[src/rtl/core/bsd_pkg.sv]
// Shared widths, constants and beat types for the biallelic site dxy pipeline.
// Depends on nothing; imported by every module of the block.
`default_nettype none

package bsd_pkg;

    localparam int COUNT_BITS      = 16;
    localparam int FRAC_BITS       = 16;
    localparam int ALLELES         = 6;
    localparam int IDX_BITS        = 3;
    localparam int NZ_BITS         = $clog2(ALLELES + 1);
    localparam int TOT_BITS        = COUNT_BITS + $clog2(ALLELES);
    localparam int REM_BITS        = TOT_BITS + 1;
    localparam int Q_BITS          = FRAC_BITS + 1;
    localparam int DIV_STEPS       = Q_BITS;
    localparam int STEPS_PER_STAGE = 2;
    localparam int DIV_STAGES      = (DIV_STEPS + STEPS_PER_STAGE - 1) / STEPS_PER_STAGE;
    localparam int QW_BITS         = DIV_STAGES * STEPS_PER_STAGE;
    localparam int Q_PAD           = QW_BITS - DIV_STEPS;
    localparam int PROD_BITS       = 2 * Q_BITS;
    localparam int ACC_BITS        = PROD_BITS + 1;

    localparam logic [Q_BITS-1:0]   FRAC_ONE    = {1'b1, {FRAC_BITS{1'b0}}};
    localparam logic [IDX_BITS-1:0] ALLELE_LAST = IDX_BITS'(ALLELES - 1);

    typedef logic [COUNT_BITS-1:0] count_t;

    typedef struct packed {
        count_t pop1_count_a;
        count_t pop1_count_t;
        count_t pop1_count_c;
        count_t pop1_count_g;
        count_t pop1_count_n;
        count_t pop1_count_indel;
        count_t pop2_count_a;
        count_t pop2_count_t;
        count_t pop2_count_c;
        count_t pop2_count_g;
        count_t pop2_count_n;
        count_t pop2_count_indel;
    } site_t;

    typedef struct packed {
        logic [Q_BITS-1:0]   dxy_value;
        logic [IDX_BITS-1:0] allele_index;
    } result_t;

    typedef struct packed {
        logic [REM_BITS-1:0] rem;
        logic [TOT_BITS-1:0] tot;
        logic [QW_BITS-1:0]  quo;
    } div_lane_t;

    typedef struct packed {
        div_lane_t           pop1;
        div_lane_t           pop2;
        logic [IDX_BITS-1:0] allele_index;
    } div_data_t;

    typedef struct packed {
        logic [PROD_BITS-1:0] prod1;
        logic [PROD_BITS-1:0] prod2;
        logic [IDX_BITS-1:0]  allele_index;
    } prod_t;

endpackage

`default_nettype wire

[src/rtl/core/bsd_div_stage.sv]
// One stage of the pipelined restoring divider; both frequencies advance together.
// Depends on bsd_pkg; chained in the top level.
`default_nettype none

module bsd_div_stage (
    input  logic               clk,
    input  logic               rst_n,
    input  logic               in_valid,
    output logic               in_ready,
    input  bsd_pkg::div_data_t in_data,
    output logic               out_valid,
    input  logic               out_ready,
    output bsd_pkg::div_data_t out_data
);
    import bsd_pkg::*;

    logic      valid_reg;
    div_data_t data_reg;
    div_data_t data_next;

    // compare, subtract, shift in one quotient bit
    function automatic div_lane_t div_step(input div_lane_t l);
        logic                ge;
        logic [REM_BITS-1:0] diff;
        logic [REM_BITS-1:0] kept;
        div_lane_t           r;
        ge    = l.rem >= REM_BITS'(l.tot);
        diff  = l.rem - REM_BITS'(l.tot);
        kept  = ge ? diff : l.rem;
        r.tot = l.tot;
        r.quo = {l.quo[QW_BITS-2:0], ge};
        r.rem = {kept[REM_BITS-2:0], 1'b0};
        return r;
    endfunction

    always_comb
    begin
        data_next = in_data;
        for (int s = 0; s < STEPS_PER_STAGE; s++)
        begin
            data_next.pop1 = div_step(data_next.pop1);
            data_next.pop2 = div_step(data_next.pop2);
        end
    end

    assign in_ready = !valid_reg || out_ready;

    always_ff @(posedge clk or negedge rst_n)
    begin
        if (!rst_n)
        begin
            valid_reg <= 1'b0;
        end
        else if (in_ready)
        begin
            valid_reg <= in_valid;
        end
    end

    always_ff @(posedge clk)
    begin
        if (in_ready && in_valid)
        begin
            data_reg <= data_next;
        end
    end

    assign out_valid = valid_reg;
    assign out_data  = data_reg;

endmodule

`default_nettype wire

[config.mk]
export PLATFORM = sky130hd
export DESIGN_NAME = bsd_div_stage
export DESIGN_NICKNAME = d
export VERILOG_FILES = /design/src/rtl/core/bsd_pkg.sv /design/src/rtl/core/bsd_div_stage.sv
export SDC_FILE = /design/constraint.sdc
export NUM_CORES = 1
export LEC_CHECK = 0
export ABC_AREA = 1
export BUFFER_PORTS_ARGS = -buffer_cell sky130_fd_sc_hd__clkbuf_2
export CAP_MARGIN = 20
export CORE_MARGIN = 4
export CORE_UTILIZATION = 28
export DETAILED_ROUTE_END_ITERATION = 10
export GPL_TIMING_DRIVEN = 0
export PLACE_DENSITY = 0.5
export SLEW_MARGIN = 20
export SYNTH_ARGS = -nofsm -noshare
export SYNTH_HDL_FRONTEND = slang
export SYNTH_SLANG_ARGS = --single-unit
[constraint.sdc]
create_clock -name clk -period 12.6 [get_ports clk]
set_input_delay 0 -clock clk [delete_from_list [all_inputs] [get_ports clk]]
set_output_delay 0 -clock clk [all_outputs]
set_load 0.01 [all_outputs]
## Word level (Yosys, flattened, before mapping)

Index checks and enable logic that the tools add are counted.

- Bits in writable memories: 0
- Output and inout port bits: 119
- Register bits: 116
- Word-level logic and storage cells: 25
- Bits of input ports: 121
- Bits in read-only memories: 0
- Memories kept: 0
- Latch bits: 0

- $mul: 0
- Muxes and demuxes: 4
- Divide/modulo/power cells: 0
- Reductions and logical operators: 3
- Add/sub/neg operators: 4
- Eq/ne operators: 0
- Bitwise logic cells: 0
- Magnitude comparators: 4
- Shifts and indexed selects: 0

Operator list:

| kind | number |
|---|---|
| 20-bit by 19-bit >= comparator with 1-bit output | 4 |
| 19-bit 2-to-1 mux | 4 |
| 19-bit subtractor | 4 |
| 1-bit logical AND | 1 |
| 1-bit zero test | 1 |
| 1-bit logical OR | 1 |

## Depth between registers and ports, before layout

- Depth in word-level cells: 4
- Mapped depth: 30
- Depth with buffers taken out: 28

## Least setup slack after synthesis

No wires, ideal clock.

- Path type: reg-to-reg
- From: reg valid_reg (netlist: out_valid)
- To: reg data_reg (netlist bit out_data[0]), enable pin
- Arrival: 6.002 ns
- Setup slack: 5.971 ns
- Cell stages (with the launch flop): 2
- Data required time: 11.973 ns
- Period minus slack after synthesis: 6.629 ns
- Buffers on the path: 0
- Setup time: 0.627 ns
- Cell sequence: dfrtp_1 -> a21oi_1

- Cells in the longest elaborated chain, start to end: 3

Ends and longest elaborated chain:

| element | RTL line | RTL |
|---|---|---|
| start, declared | bsd_div_stage.sv:17 | `logic valid_reg;` |
| start signal, assigned | bsd_div_stage.sv:56 | `valid_reg <= in_valid;` |
| 1-bit zero test | bsd_div_stage.sv:46 | `assign in_ready = !valid_reg \|\| out_ready;` |
| 1-bit logical OR | bsd_div_stage.sv:46 |  |
| 1-bit logical AND | bsd_div_stage.sv:62 | `if (in_ready && in_valid)` |
| end signal, assigned | bsd_div_stage.sv:64 | `data_reg <= data_next;` |
| end, declared | bsd_div_stage.sv:18 | `div_data_t data_reg;` |

No other way between the ends.
A chain may end at the register's enable or synchronous reset.

==> out/summary.json <==
{
  "post_route_ant_nets": 0,
  "fp-row-count": 66,
  "chipHeight_um": 190.2,
  "ys_types": 40,
  "worst_path_largest_cell_delay_ns": 0.53,
  "routed_wirelength_mm": 30.03,
  "rsz0062_at_grt": "no",
  "grt_pass1_wl_mm": 47.16,
  "synth_largest_type_area_fraction": 0.3716,
  "syn_area_mm2": 0.009294,
  "floorplan.die.width_um": 190.2,
  "worst-setup-path-type": "in2reg",
  "initial_utilization": 0.2849,
  "clock_tree.root_cell": "clkbuf_16",
  "postSynth.asyncResetShare": 0.008621,
  "nFillCells": 3492,
  "worst-slew-pin-transition_ns": 0.7259,
  "drc": 0,
  "drive_gt1_frac": 0.2071,
  "critPathLaunch": "in_data[78]",
  "port-buffer-count": 233,
  "critPathRequiredTime_ns": 12.88,
  "post-cts-setup-buffer-count": 0,
  "diodes": 0,
  "wl_met3_mm": 1.211,
  "vdd.ir_drop.worst_mv": 0.09509,
  "edff_count_synth": 115,
  "power.density_mw_per_mm2": 129.2,
  "worst_setup_path_start_kind": "input pin",
  "worst_skew_pair.late_latency_ns": 0.42,
  "synth-simple-area-share": 0.3170,
  "tritoncts": "yes",
  "globalplace.congestion": 0.8704,
  "holdWs_ns": 0.05461,
  "grt.overflow.total": 0,
  "syn_inst": 1250,
  "place.detailed.hpwl_mm": 25.26,
  "cts-root-to-sink-buffers": 2,
  "grt_start_max_net_pins": 26,
  "final-max-slew-violation-count": 0,
  "synth_top_cell_by_area": "edfxtp_1",
  "clock_skew_ns": 0.01083,
  "final_net_count": 1786,
  "cts_hold_buf": 77,
  "number_of_levels_the_h_tree_was_split_into": 4,
  "r2r_start": "out_valid",
  "synth-main-ff-cell": "edfxtp_1",
  "core_region_area_mm2": 0.03262,
  "top_layer": "met4",
  "finalWorstPathRequiredPeriod_ns": 4.541,
  "ios": 240,
  "die-area_mm2": 0.03617,
  "detail_route.vias_per_cell": 4.427,
  "final.setup.worst_slack_ns": 8.059,
  "multiplexer_area_fraction_after_synthesis": 0,
  "crit_path_top_delay_cell": "dlygate4sd3_1",
  "worstHoldStart": "in_data[99]",
  "synth_area_leaders": "edfxtp_1, nand2_1, ha_1",
  "max-cap-violations": 0,
  "crit_top_cell": "nand2_1",
  "synth_warnings": 0,
  "cp_num_buf_inv": 8,
  "worst_hold_path_type": "in2reg",
  "firstDrtPassIters": 5,
  "post-route-util": 0.3842,
  "antenna_violations_before_repair": 0,
  "synth_compound_area_frac": 0.06529,
  "synth-seq-area-share": 0.3743,
  "cts.clk_slew.worst_paths_ns": 0.05,
  "drt-met1-wl_mm": 12.42,
  "worstPathMaxFanout": 10,
  "crit_family": "simple AND/OR/NAND/NOR gates",
  "cts_made_buffers": 17,
  "number_of_sinks_driven_by_the_clock_tree": 116,
  "syn_avg_cell_area_um2": 7.435,
  "worst_ep_arrival_time_ns": 4.82,
  "timing_hold_violations_final": 0,
  "synth_top_family_by_area": "simple AND/OR/NAND/NOR gates",
  "detail_route.wl_per_cell_um": 14.72,
  "vias": 9031,
  "drtIter0Drc": 365,
  "setup_total_negative_slack_ns": 0,
  "critPathCaptureType": "register",
  "status": "finished, final reports clean",
  "leakage_nw": 6.396,
  "detailedPlace.worstSlack_ns": 8.157,
  "synth_most_common_cell": "nand2_1",
  "area_growth_from_synthesis_to_layout_pct": 34.84,
  "gr_usage_total": 0.1670,
  "ys_ff_latch": 116,
  "synth_commonest_cells": "nand2_1, inv_1, edfxtp_1",
  "max_freq_mhz": 220.2,
  "synth_xor_xnor_area_share": 0.04241,
  "detailroute.wirelength.met2_mm": 15.95,
  "first_global_vias": 9126,
  "post_cts_resize_count": 0,
  "finalSetupViolCount": 0,
  "maxSlewHeadroom": 0.5150,
  "synth-adder-area-share": 0.1109,
  "period_share": 0.3604
}
[metal layers]
layer	GRT usage	up-vias
li1	-	4721
met3	0.03211	19
met1	0.1905	4111
met4	0.04144	0
met2	0.3190	180
met5	0	-
[metrics by stage]
stage / instance area [um2] / instances / total power [mW]
floorplan: 9298 / 1251 / 0.9374
global placement: 11020 / 1926 / 1.125
detailed placement: 11170 / 1931 / 1.128
CTS: 12530 / 2040 / 1.644
global route: 12530 / 2040 / 1.745
finish: 12530 / 2040 / 1.619
[cells by family (layout without fill, tap and decap cells)]
kind of cell	Yosys count	after routing
AND/OR/NAND/NOR	696	696
adder cells (fa/ha/maj)	80	80
other	1	2
buffers and inverters	207	554
AO/OA/AOI/OAI	105	105
XOR/XNOR	45	45
flip-flops	116	116
[report_power, final]
part / internal (mW) / switching [mW] / leakage [nW]
Sequential: 0.487 / 0.00963 / 1.11
Clock: 0.296 / 0.189 / 0.287
Combinational: 0.241 / 0.397 / 5.00
[registers in the layout, indices dropped and copies added, names as in the netlist]
name,flops
out_data,115
out_valid,1
[placed cells by master (no fill, tap or decap), types with 5 or more instances in the layout]
cell type | netlist | layout
nor2_2 | 6 | 6
clkbuf_2 | 0 | 233
o21ai_0 | 19 | 19
inv_6 | 0 | 5
dlygate4sd3_1 | 0 | 77
nand2_2 | 9 | 9
nand4_1 | 13 | 13
xnor2_1 | 22 | 22
buf_16 | 0 | 5
edfxtp_1 | 115 | 115
a21oi_1 | 51 | 50
inv_2 | 6 | 6
clkbuf_16 | 0 | 17
buf_4 | 5 | 5
buf_2 | 6 | 6
nor2_1 | 88 | 88
o21ai_1 | 9 | 9
o21ai_2 | 7 | 7
nand3b_1 | 7 | 7
nand3_1 | 112 | 112
nand2_1 | 438 | 438
ha_1 | 76 | 76
or2_2 | 7 | 7
inv_1 | 186 | 186
xor2_1 | 23 | 23
nor3_1 | 7 | 7
[worst register-to-register path, stage by stage (launching register included)]
cell and delay [ns]:
dfrtp_1 0.42, a21oi_4 0.62, buf_16 0.25, buf_16 0.19, buf_16 0.20
[worst paths after layout]
path                                      end  cells past startpoint  slack, ns
worst min register to register    out_data[1]                      1       0.83
worst min-delay path            out_data[101]                      5       0.05
max in group asynchronous           out_valid                      3      12.06
min in group asynchronous           out_valid                      3       0.43
worst max-delay path            out_data[116]                     31       8.06
worst max register to register  out_data[116]                      4      10.63
[final cells by class]
cell class,count,area [um2],area share
Sequential cell,116,3478,0.2776
Clock inverter,15,170.2,0.01358
Clock buffer,17,425.4,0.03395
Timing Repair Buffer,315,2074,0.1655
Multi-Input combinational cell,928,4997,0.3988
Tap cell,442,553.0,0.04413
Buffer,15,112.6,0.008986
Inverter,192,720.7,0.05751
(Power assumes the default switching activity.)
