## config.mk

```make
export PLATFORM = sky130hd
export DESIGN_NAME = bsd_front
export DESIGN_NICKNAME = d
export VERILOG_FILES = /design/src/rtl/core/bsd_pkg.sv /design/src/rtl/core/bsd_front.sv
export SDC_FILE = /design/constraint.sdc
export NUM_CORES = 1
export LEC_CHECK = 0
export BUFFER_PORTS_ARGS = -buffer_cell sky130_fd_sc_hd__clkbuf_2
export CAP_MARGIN = 15
export CORE_ASPECT_RATIO = 1.75
export CORE_MARGIN = 1.5
export CORE_UTILIZATION = 40
export DETAILED_ROUTE_END_ITERATION = 8
export GPL_TIMING_DRIVEN = 0
export PLACE_DENSITY = 0.76
export SLEW_MARGIN = 15
export SYNTH_ARGS = -nofsm -noshare
export SYNTH_HDL_FRONTEND = slang
export SYNTH_SLANG_ARGS = --single-unit
```

## constraint.sdc

```tcl
create_clock -name clk -period 2.5 [get_ports clk]
set_input_delay 0.125 -clock clk [delete_from_list [all_inputs] [get_ports clk]]
set_output_delay 0.125 -clock clk [all_outputs]
set_load 0.005 [all_outputs]
```

## src/rtl/core/bsd_pkg.sv

```systemverilog
// Shared widths, constants and beat types for the biallelic site dxy pipeline.
// Depends on nothing; imported by every module of the block.
`default_nettype none

package bsd_pkg;

    localparam int COUNT_BITS      = 16;
    localparam int FRAC_BITS       = 16;
    localparam int ALLELES         = 6;
    localparam int IDX_BITS        = 3;
    localparam int NZ_BITS         = $clog2(ALLELES + 1);
    localparam int TOT_BITS        = COUNT_BITS + $clog2(ALLELES);
    localparam int REM_BITS        = TOT_BITS + 1;
    localparam int Q_BITS          = FRAC_BITS + 1;
    localparam int DIV_STEPS       = Q_BITS;
    localparam int STEPS_PER_STAGE = 2;
    localparam int DIV_STAGES      = (DIV_STEPS + STEPS_PER_STAGE - 1) / STEPS_PER_STAGE;
    localparam int QW_BITS         = DIV_STAGES * STEPS_PER_STAGE;
    localparam int Q_PAD           = QW_BITS - DIV_STEPS;
    localparam int PROD_BITS       = 2 * Q_BITS;
    localparam int ACC_BITS        = PROD_BITS + 1;

    localparam logic [Q_BITS-1:0]   FRAC_ONE    = {1'b1, {FRAC_BITS{1'b0}}};
    localparam logic [IDX_BITS-1:0] ALLELE_LAST = IDX_BITS'(ALLELES - 1);

    typedef logic [COUNT_BITS-1:0] count_t;

    typedef struct packed {
        count_t pop1_count_a;
        count_t pop1_count_t;
        count_t pop1_count_c;
        count_t pop1_count_g;
        count_t pop1_count_n;
        count_t pop1_count_indel;
        count_t pop2_count_a;
        count_t pop2_count_t;
        count_t pop2_count_c;
        count_t pop2_count_g;
        count_t pop2_count_n;
        count_t pop2_count_indel;
    } site_t;

    typedef struct packed {
        logic [Q_BITS-1:0]   dxy_value;
        logic [IDX_BITS-1:0] allele_index;
    } result_t;

    typedef struct packed {
        logic [REM_BITS-1:0] rem;
        logic [TOT_BITS-1:0] tot;
        logic [QW_BITS-1:0]  quo;
    } div_lane_t;

    typedef struct packed {
        div_lane_t           pop1;
        div_lane_t           pop2;
        logic [IDX_BITS-1:0] allele_index;
    } div_data_t;

    typedef struct packed {
        logic [PROD_BITS-1:0] prod1;
        logic [PROD_BITS-1:0] prod2;
        logic [IDX_BITS-1:0]  allele_index;
    } prod_t;

endpackage

`default_nettype wire

```

## src/rtl/core/bsd_front.sv

```systemverilog
// Front stage: population totals, nonzero allele counts, site filter, allele pick.
// Depends on bsd_pkg; feeds the first divider stage.
`default_nettype none

module bsd_front (
    input  logic              clk,
    input  logic              rst_n,
    input  logic              in_valid,
    output logic              in_ready,
    input  bsd_pkg::site_t    in_data,
    output logic              out_valid,
    input  logic              out_ready,
    output bsd_pkg::div_data_t out_data
);
    import bsd_pkg::*;

    count_t                cnt1 [ALLELES];
    count_t                cnt2 [ALLELES];
    logic [TOT_BITS-1:0]   tot1;
    logic [TOT_BITS-1:0]   tot2;
    logic [NZ_BITS-1:0]    nz1;
    logic [NZ_BITS-1:0]    nz2;
    count_t                sel1;
    count_t                sel2;
    logic [IDX_BITS-1:0]   sel_idx;
    logic                  keep;
    logic                  valid_reg;
    div_data_t             data_reg;
    div_data_t             data_next;

    always_comb
    begin
        cnt1[0] = in_data.pop1_count_a;
        cnt1[1] = in_data.pop1_count_t;
        cnt1[2] = in_data.pop1_count_c;
        cnt1[3] = in_data.pop1_count_g;
        cnt1[4] = in_data.pop1_count_n;
        cnt1[5] = in_data.pop1_count_indel;
        cnt2[0] = in_data.pop2_count_a;
        cnt2[1] = in_data.pop2_count_t;
        cnt2[2] = in_data.pop2_count_c;
        cnt2[3] = in_data.pop2_count_g;
        cnt2[4] = in_data.pop2_count_n;
        cnt2[5] = in_data.pop2_count_indel;
    end

    always_comb
    begin
        tot1    = '0;
        tot2    = '0;
        nz1     = '0;
        nz2     = '0;
        sel1    = '0;
        sel2    = '0;
        sel_idx = '0;
        for (int i = 0; i < ALLELES; i++)
        begin
            tot1 = tot1 + TOT_BITS'(cnt1[i]);
            tot2 = tot2 + TOT_BITS'(cnt2[i]);
            nz1  = nz1 + NZ_BITS'(cnt1[i] != '0);
            nz2  = nz2 + NZ_BITS'(cnt2[i] != '0);
        end
        // first allele nonzero in either population wins
        for (int i = ALLELES - 1; i >= 0; i--)
        begin
            if ((cnt1[i] != '0) || (cnt2[i] != '0))
            begin
                sel1    = cnt1[i];
                sel2    = cnt2[i];
                sel_idx = IDX_BITS'(i);
            end
        end
    end

    always_comb
    begin
        keep = (nz1 != '0) && (nz2 != '0)
            && (nz1 <= NZ_BITS'(2)) && (nz2 <= NZ_BITS'(2))
            && !((nz1 == NZ_BITS'(1)) && (nz2 == NZ_BITS'(1)));
    end

    always_comb
    begin
        data_next.pop1.rem     = REM_BITS'(sel1);
        data_next.pop1.tot     = tot1;
        data_next.pop1.quo     = '0;
        data_next.pop2.rem     = REM_BITS'(sel2);
        data_next.pop2.tot     = tot2;
        data_next.pop2.quo     = '0;
        data_next.allele_index = sel_idx;
    end

    assign in_ready = !valid_reg || out_ready;

    always_ff @(posedge clk or negedge rst_n)
    begin
        if (!rst_n)
        begin
            valid_reg <= 1'b0;
        end
        else if (in_ready)
        begin
            valid_reg <= in_valid && keep;
        end
    end

    always_ff @(posedge clk)
    begin
        if (in_ready && in_valid)
        begin
            data_reg <= data_next;
        end
    end

    assign out_valid = valid_reg;
    assign out_data  = data_reg;

endmodule

`default_nettype wire

```

# Word-level counts from Yosys, hierarchy flattened

Index checks and enable logic that the tools add are counted.

Add/subtract/negate cells: 20
Multiply operators: 0
Divide/modulo/power cells: 0
Order comparisons: 2
Equal/unequal tests: 2
Shifts and indexed selects: 0
Mux-type cells: 17
Bitwise logic cells: 0
Reduce and logical (&&, ||, !) cells: 32

Operator list:

| kind                 | number |
|---|---|
| $mux W16             | 12 |
| $reduce_bool A16 Y1  | 12 |
| $add A19 B16 Y19     | 4 |
| $add A18 B16 Y19     | 2 |
| $add A17 B16 Y18     | 2 |
| $add A16 B16 Y17     | 2 |
| $add A3 B1 Y3        | 6 |
| $logic_and A1 B1 Y1  | 7 |
| $logic_or A1 B1 Y1   | 7 |
| $add A2 B1 Y3        | 2 |
| $eq A3 B1 Y1 const B | 2 |
| $le A3 B2 Y1 const B | 2 |
| $mux W3              | 2 |
| $reduce_bool A3 Y1   | 2 |
| $add A1 B1 Y2        | 2 |
| $mux W2              | 2 |
| $reduce_or A4 Y1     | 1 |
| $logic_not A1 Y1     | 2 |
| $reduce_or A2 Y1     | 1 |
| $mux W1              | 1 |

Bits in registers: 74
Bits in latches: 0
RAM bits: 0
Memory bits (read-only): 0
Output and inout port bits: 119
Logic and storage cells: 81
Memories: 0

# Longest topological paths before layout

Depth in word-level cells: 12
Mapped depth: 17
Mapped depth without buffers: 17

# Worst setup path before layout

Ideal clock, no wire load.

Path type: in2reg
From: input port in_data[2] (netlist bit)
To: register data_reg, in the netlist out_data[37] (data pin)
Arrival time: 3.598 ns
Data required time: 2.242 ns
Slack: -1.356 ns
Cell stages on the path: 17
Path through: inv_1 fa_1 inv_1 fa_1 inv_1 fa_1 inv_1 ha_1 inv_1 fa_1 nor2b_4 o31a_1 o21ai_2 a211oi_2 or4_1 a31oi_1 xnor2_1

Longest elaborated chain between the ends: 1

RTL lines:

| what                   | RTL line         | source |
|---|---|---|
| start: declaration     | bsd_front.sv:10  | `input bsd_pkg::site_t in_data,` |
| $add A19 B16 Y19       | bsd_front.sv:59  | `tot2 = tot2 + TOT_BITS'(cnt2[i]);` |
| named net tot2[16]     | bsd_front.sv:20  | `logic [TOT_BITS-1:0] tot2;` |
| end signal: assignment | bsd_front.sv:111 | `data_reg <= data_next;` |
| end: declaration       | bsd_front.sv:28  | `div_data_t data_reg;` |

The timed path passes the listed nets, and every way through them passes these cells.
A chain may end at the register's enable or synchronous reset.

# Worst setup path after layout

Same ends and word-level chain as after synthesis.

==> metrics.md <==
| Metric | Value |
|---|---|
| # DRC | 0 |
| Cells after Synth | 1064 |
| Register area share after synthesis | 0.236 |
| Per-cell routed wire length | 20.9 microns |
| Maxcap violations | 0 |
| Width of the die | 119 microns |
| Slew HR | 0.423 |
| R2R depth | 3 |
| HPWL Detailed | 29300 microns |
| YS warnings | 0 |
| IO Count | 315 |
| WS Path Type | input pin to flip-flop |
| Max-slew violation count | 0 |
| Hold Vio Cnt, Final | 0 |
| Worst Path Required | between 2 and 3 ns |
| Row count | between 70 and 80 |
| Critical path's most frequent cell | fa_1 |
| Clock skew | 0.00939 ns |
| Clock latency at the later pin of the worst-skew pair | 0.37 ns |
| Final Cell Area | ~13000 sq um |
| PwrDens | 935 nW/um^2 |
| Async set-reset flop share out of synthesis | 0.0135 |
| Final period util | 1.45 |
| Critical Path End Type | flip-flop |
| Tightest Hold Check Type | input pin to asynchronous set/reset pin |
| Area post-placement | 11600 sq um |
| RR Startpoint | out_valid |
| CP Max Fanout | 3 |
| Vias | 9065 |
| Initial antenna violation count | 4 |
| Worst EP arrival | roughly 3.7 ns |
| Peak supply drop | ~0.55 mV |
| Final nets | 1783 |
| CTS root buffer | clkbuf_16 |
| Main flop type after synthesis | edfxtp_1 |
| Vias/cell | 5.23 |
| Slew at the pin with the worst max-slew slack | between 0.8 and 0.9 ns |
| Worst path slowest cell | fa_1 |
| Area delta synth->final | 37.1% |
| Layout cell share with drive strength beyond 1 | 0.346 |
| Bufs and invs on worst path | 6 |
| Remaining antenna violation count | 0 |
| IO buf count | 270 |
| Post-synth cell types | 52 |
| Clock tree buffer depth | 2 |
| Pre-antenna DRT Iters | 5 |
| CTS Sinks | 74 |
| Final worst slack | -1.12 ns |
| Status | complete, but fails checks |
| Max Freq | 0.276 GHz |
| # H-tree levels | 3 |
| Failing checks | setup timing |
| Final Util | 0.554 |
| Clock transition at the registers of the reported paths | ~0.060 ns |
| Fin crit period | 3.62 ns |
| TritonCTS clock tree | yes |
| First-pass GRT wire length | 52700 microns |
| Unrepaired setup endpoints after global routing | yes |
| Routability cong. | 0.971 |
| GRT Total Usage | 0.297 |
| Iteration-0 DRC Markers | 528 |
| Aggregate global routing overflow | 0 |
| Vias in the first global route | 9548 |
| Power Total | 12.1 mW |
| Worst-path cell chain | clkbuf_16 -> inv_8 -> fa_1 -> inv_1 -> fa_1 -> inv_1 -> fa_1 -> inv_2 -> ha_4 -> inv_2 -> fa_2 -> nor2b_4 -> o31a_1 -> o21ai_4 -> a211oi_4 -> or4_4 -> a31oi_4 -> xnor2_1 |
| Die H | 206 microns |
| Max incr delay on CP | 0.53 ns |
| Synthesized area per cell | 8.83 sq um |
| Mapped cell area | 9400 sq um |
| Cts bufs inserted | 9 |
| Number of synthesized flops with an enable pin | 73 |
| Setup violations, final | 31 |
| WL final | approximately 36000 microns |
| Yosys reg bits | between 70 and 80 |
| P_leak | 6.40 nW |
| Critical path launch point type | input pin |
| Crit-path leading delay family | adder cells |
| R2r endpoint | out_data[27] |
| R2R Setup Slk | 0.89 ns |
| Die footprint | ~24000 sq um |
| Initial core utilization | 0.404 |
| Core area | 23200 sq um |
| Placement-stage worst setup slack | -1.76 ns |
| Largest net degree at the start of global routing | 44 |
==> cells in the final DEF, fill, tap and decap left out, types with 8 or more instances in the layout <==
cell type	netlist	final
o21ai_1	12	13
fa_1	134	127
xnor2_1	19	17
clkbuf_1	17	11
buf_4	44	71
conb_1	1	44
nor4_2	0	13
o221ai_1	16	16
ha_4	0	13
inv_1	308	287
nor2_1	49	45
nor3_1	10	10
ha_1	34	15
inv_2	0	18
o21ai_0	44	37
nand2_1	71	70
a21o_1	13	13
nor4_1	48	27
a21oi_2	0	13
nand4_1	10	10
clkbuf_2	0	256
clkbuf_16	0	14
nand3_1	9	9
nor4_4	0	8
a21oi_1	85	72
edfxtp_1	73	73
==> registers in the layout, summed over array words and instances, names as in the netlist <==
register   cells
out_data      73
out_valid      1
==> cell families after synthesis <==
group                      after synthesis  synth area share
AOI/OAI and AO/OA                      203             0.128
DFF                                     74             0.236
buffers and inverters                  373             0.167
other                                    1          0.000399
and+or+nand+nor                        221             0.115
xor gates and xnor gates                24            0.0224
adders and majority gates              168             0.331
==> where the power goes <==
part           internal [mW]  switching [mW]
clock                   1.08           0.615
sequential              2.04          0.0974
combinational           3.89            4.33
total                   7.01            5.04
==> worst reg2reg max path, cell delays in order (launching register included) <==
cell      delay, ns
dfrtp_1        0.38
nand2b_1       0.11
and2_4         0.45
buf_16         0.31
==> what timing repair did <==
action | in CTS | in global routing
resized for setup | 102 | 48
endpoints found under the setup margin | 63 | 65
hold buffers | 2 | 0
hold endpoints to repair | 2 | 0
buffers inserted | 20 | 13
pin swaps | 33 | 29
==> cells in the mapped netlist (12+ instances only) <==
cell type | n | area share
a21o_1 | 13 | 0.010
a21oi_1 | 85 | 0.045
buf_4 | 44 | 0.035
clkbuf_1 | 17 | 0.0068
edfxtp_1 | 73 | 0.23
fa_1 | 134 | 0.29
ha_1 | 34 | 0.045
inv_1 | 308 | 0.12
nand2_1 | 71 | 0.028
nor2_1 | 49 | 0.020
nor4_1 | 48 | 0.032
o21ai_0 | 44 | 0.023
o21ai_1 | 12 | 0.0064
o221ai_1 | 16 | 0.015
xnor2_1 | 19 | 0.018
==> layer usage <==
metal | track usage | wire [microns] | up-vias | share of wire
met1 | 0.283 | 11600 | 4370 | 0.32
met4 | 0.274 | 3600 | 0 | 0.10
met5 | 0 | 0 | - | 0
met2 | 0.538 | 18800 | 500 | 0.52
met3 | 0.0513 | 2210 | 157 | 0.061
li1 | - | - | 4038 | -
==> per-stage QoR <==
stage | instances | setup TNS, ns | hold slack [ns]
6_report | 1732 | -20.74 | 0.0742
5_1_grt | 1732 | -23.64 | 0.0703
4_1_cts | 1718 | -23.53 | 0.0494
3_5_place_dp | 1682 | -55.47 | -0.0984
3_3_place_gp | 1681 | -54.60 | -0.0992
2_1_floorplan | 1107 | -19.56 | -0.171
==> worst max path at each step <==
stage,to,from,cells after the start
6_report,out_data[37],in_data[2],18
2_1_floorplan,out_data[37],in_data[2],17
4_1_cts,out_data[37],in_data[2],18
3_5_place_dp,out_data[37],in_data[49],16
3_3_place_gp,out_data[37],in_data[49],16
5_1_grt,out_data[37],in_data[2],18
==> layout make-up <==
class / count / area (sq um)
diodes: 4 / 10.0
plain buffers: 63 / 414
clock buffers: 9 / 225
clock inverters: 7 / 141
fillers: 2065 / 10400
inverters: 308 / 1180
multi-input cells: 660 / 6480
flip-flops and latches: 74 / 2220
well taps: 304 / 380
repair buffers: 303 / 1830
Power figures use the tool's default switching activity.
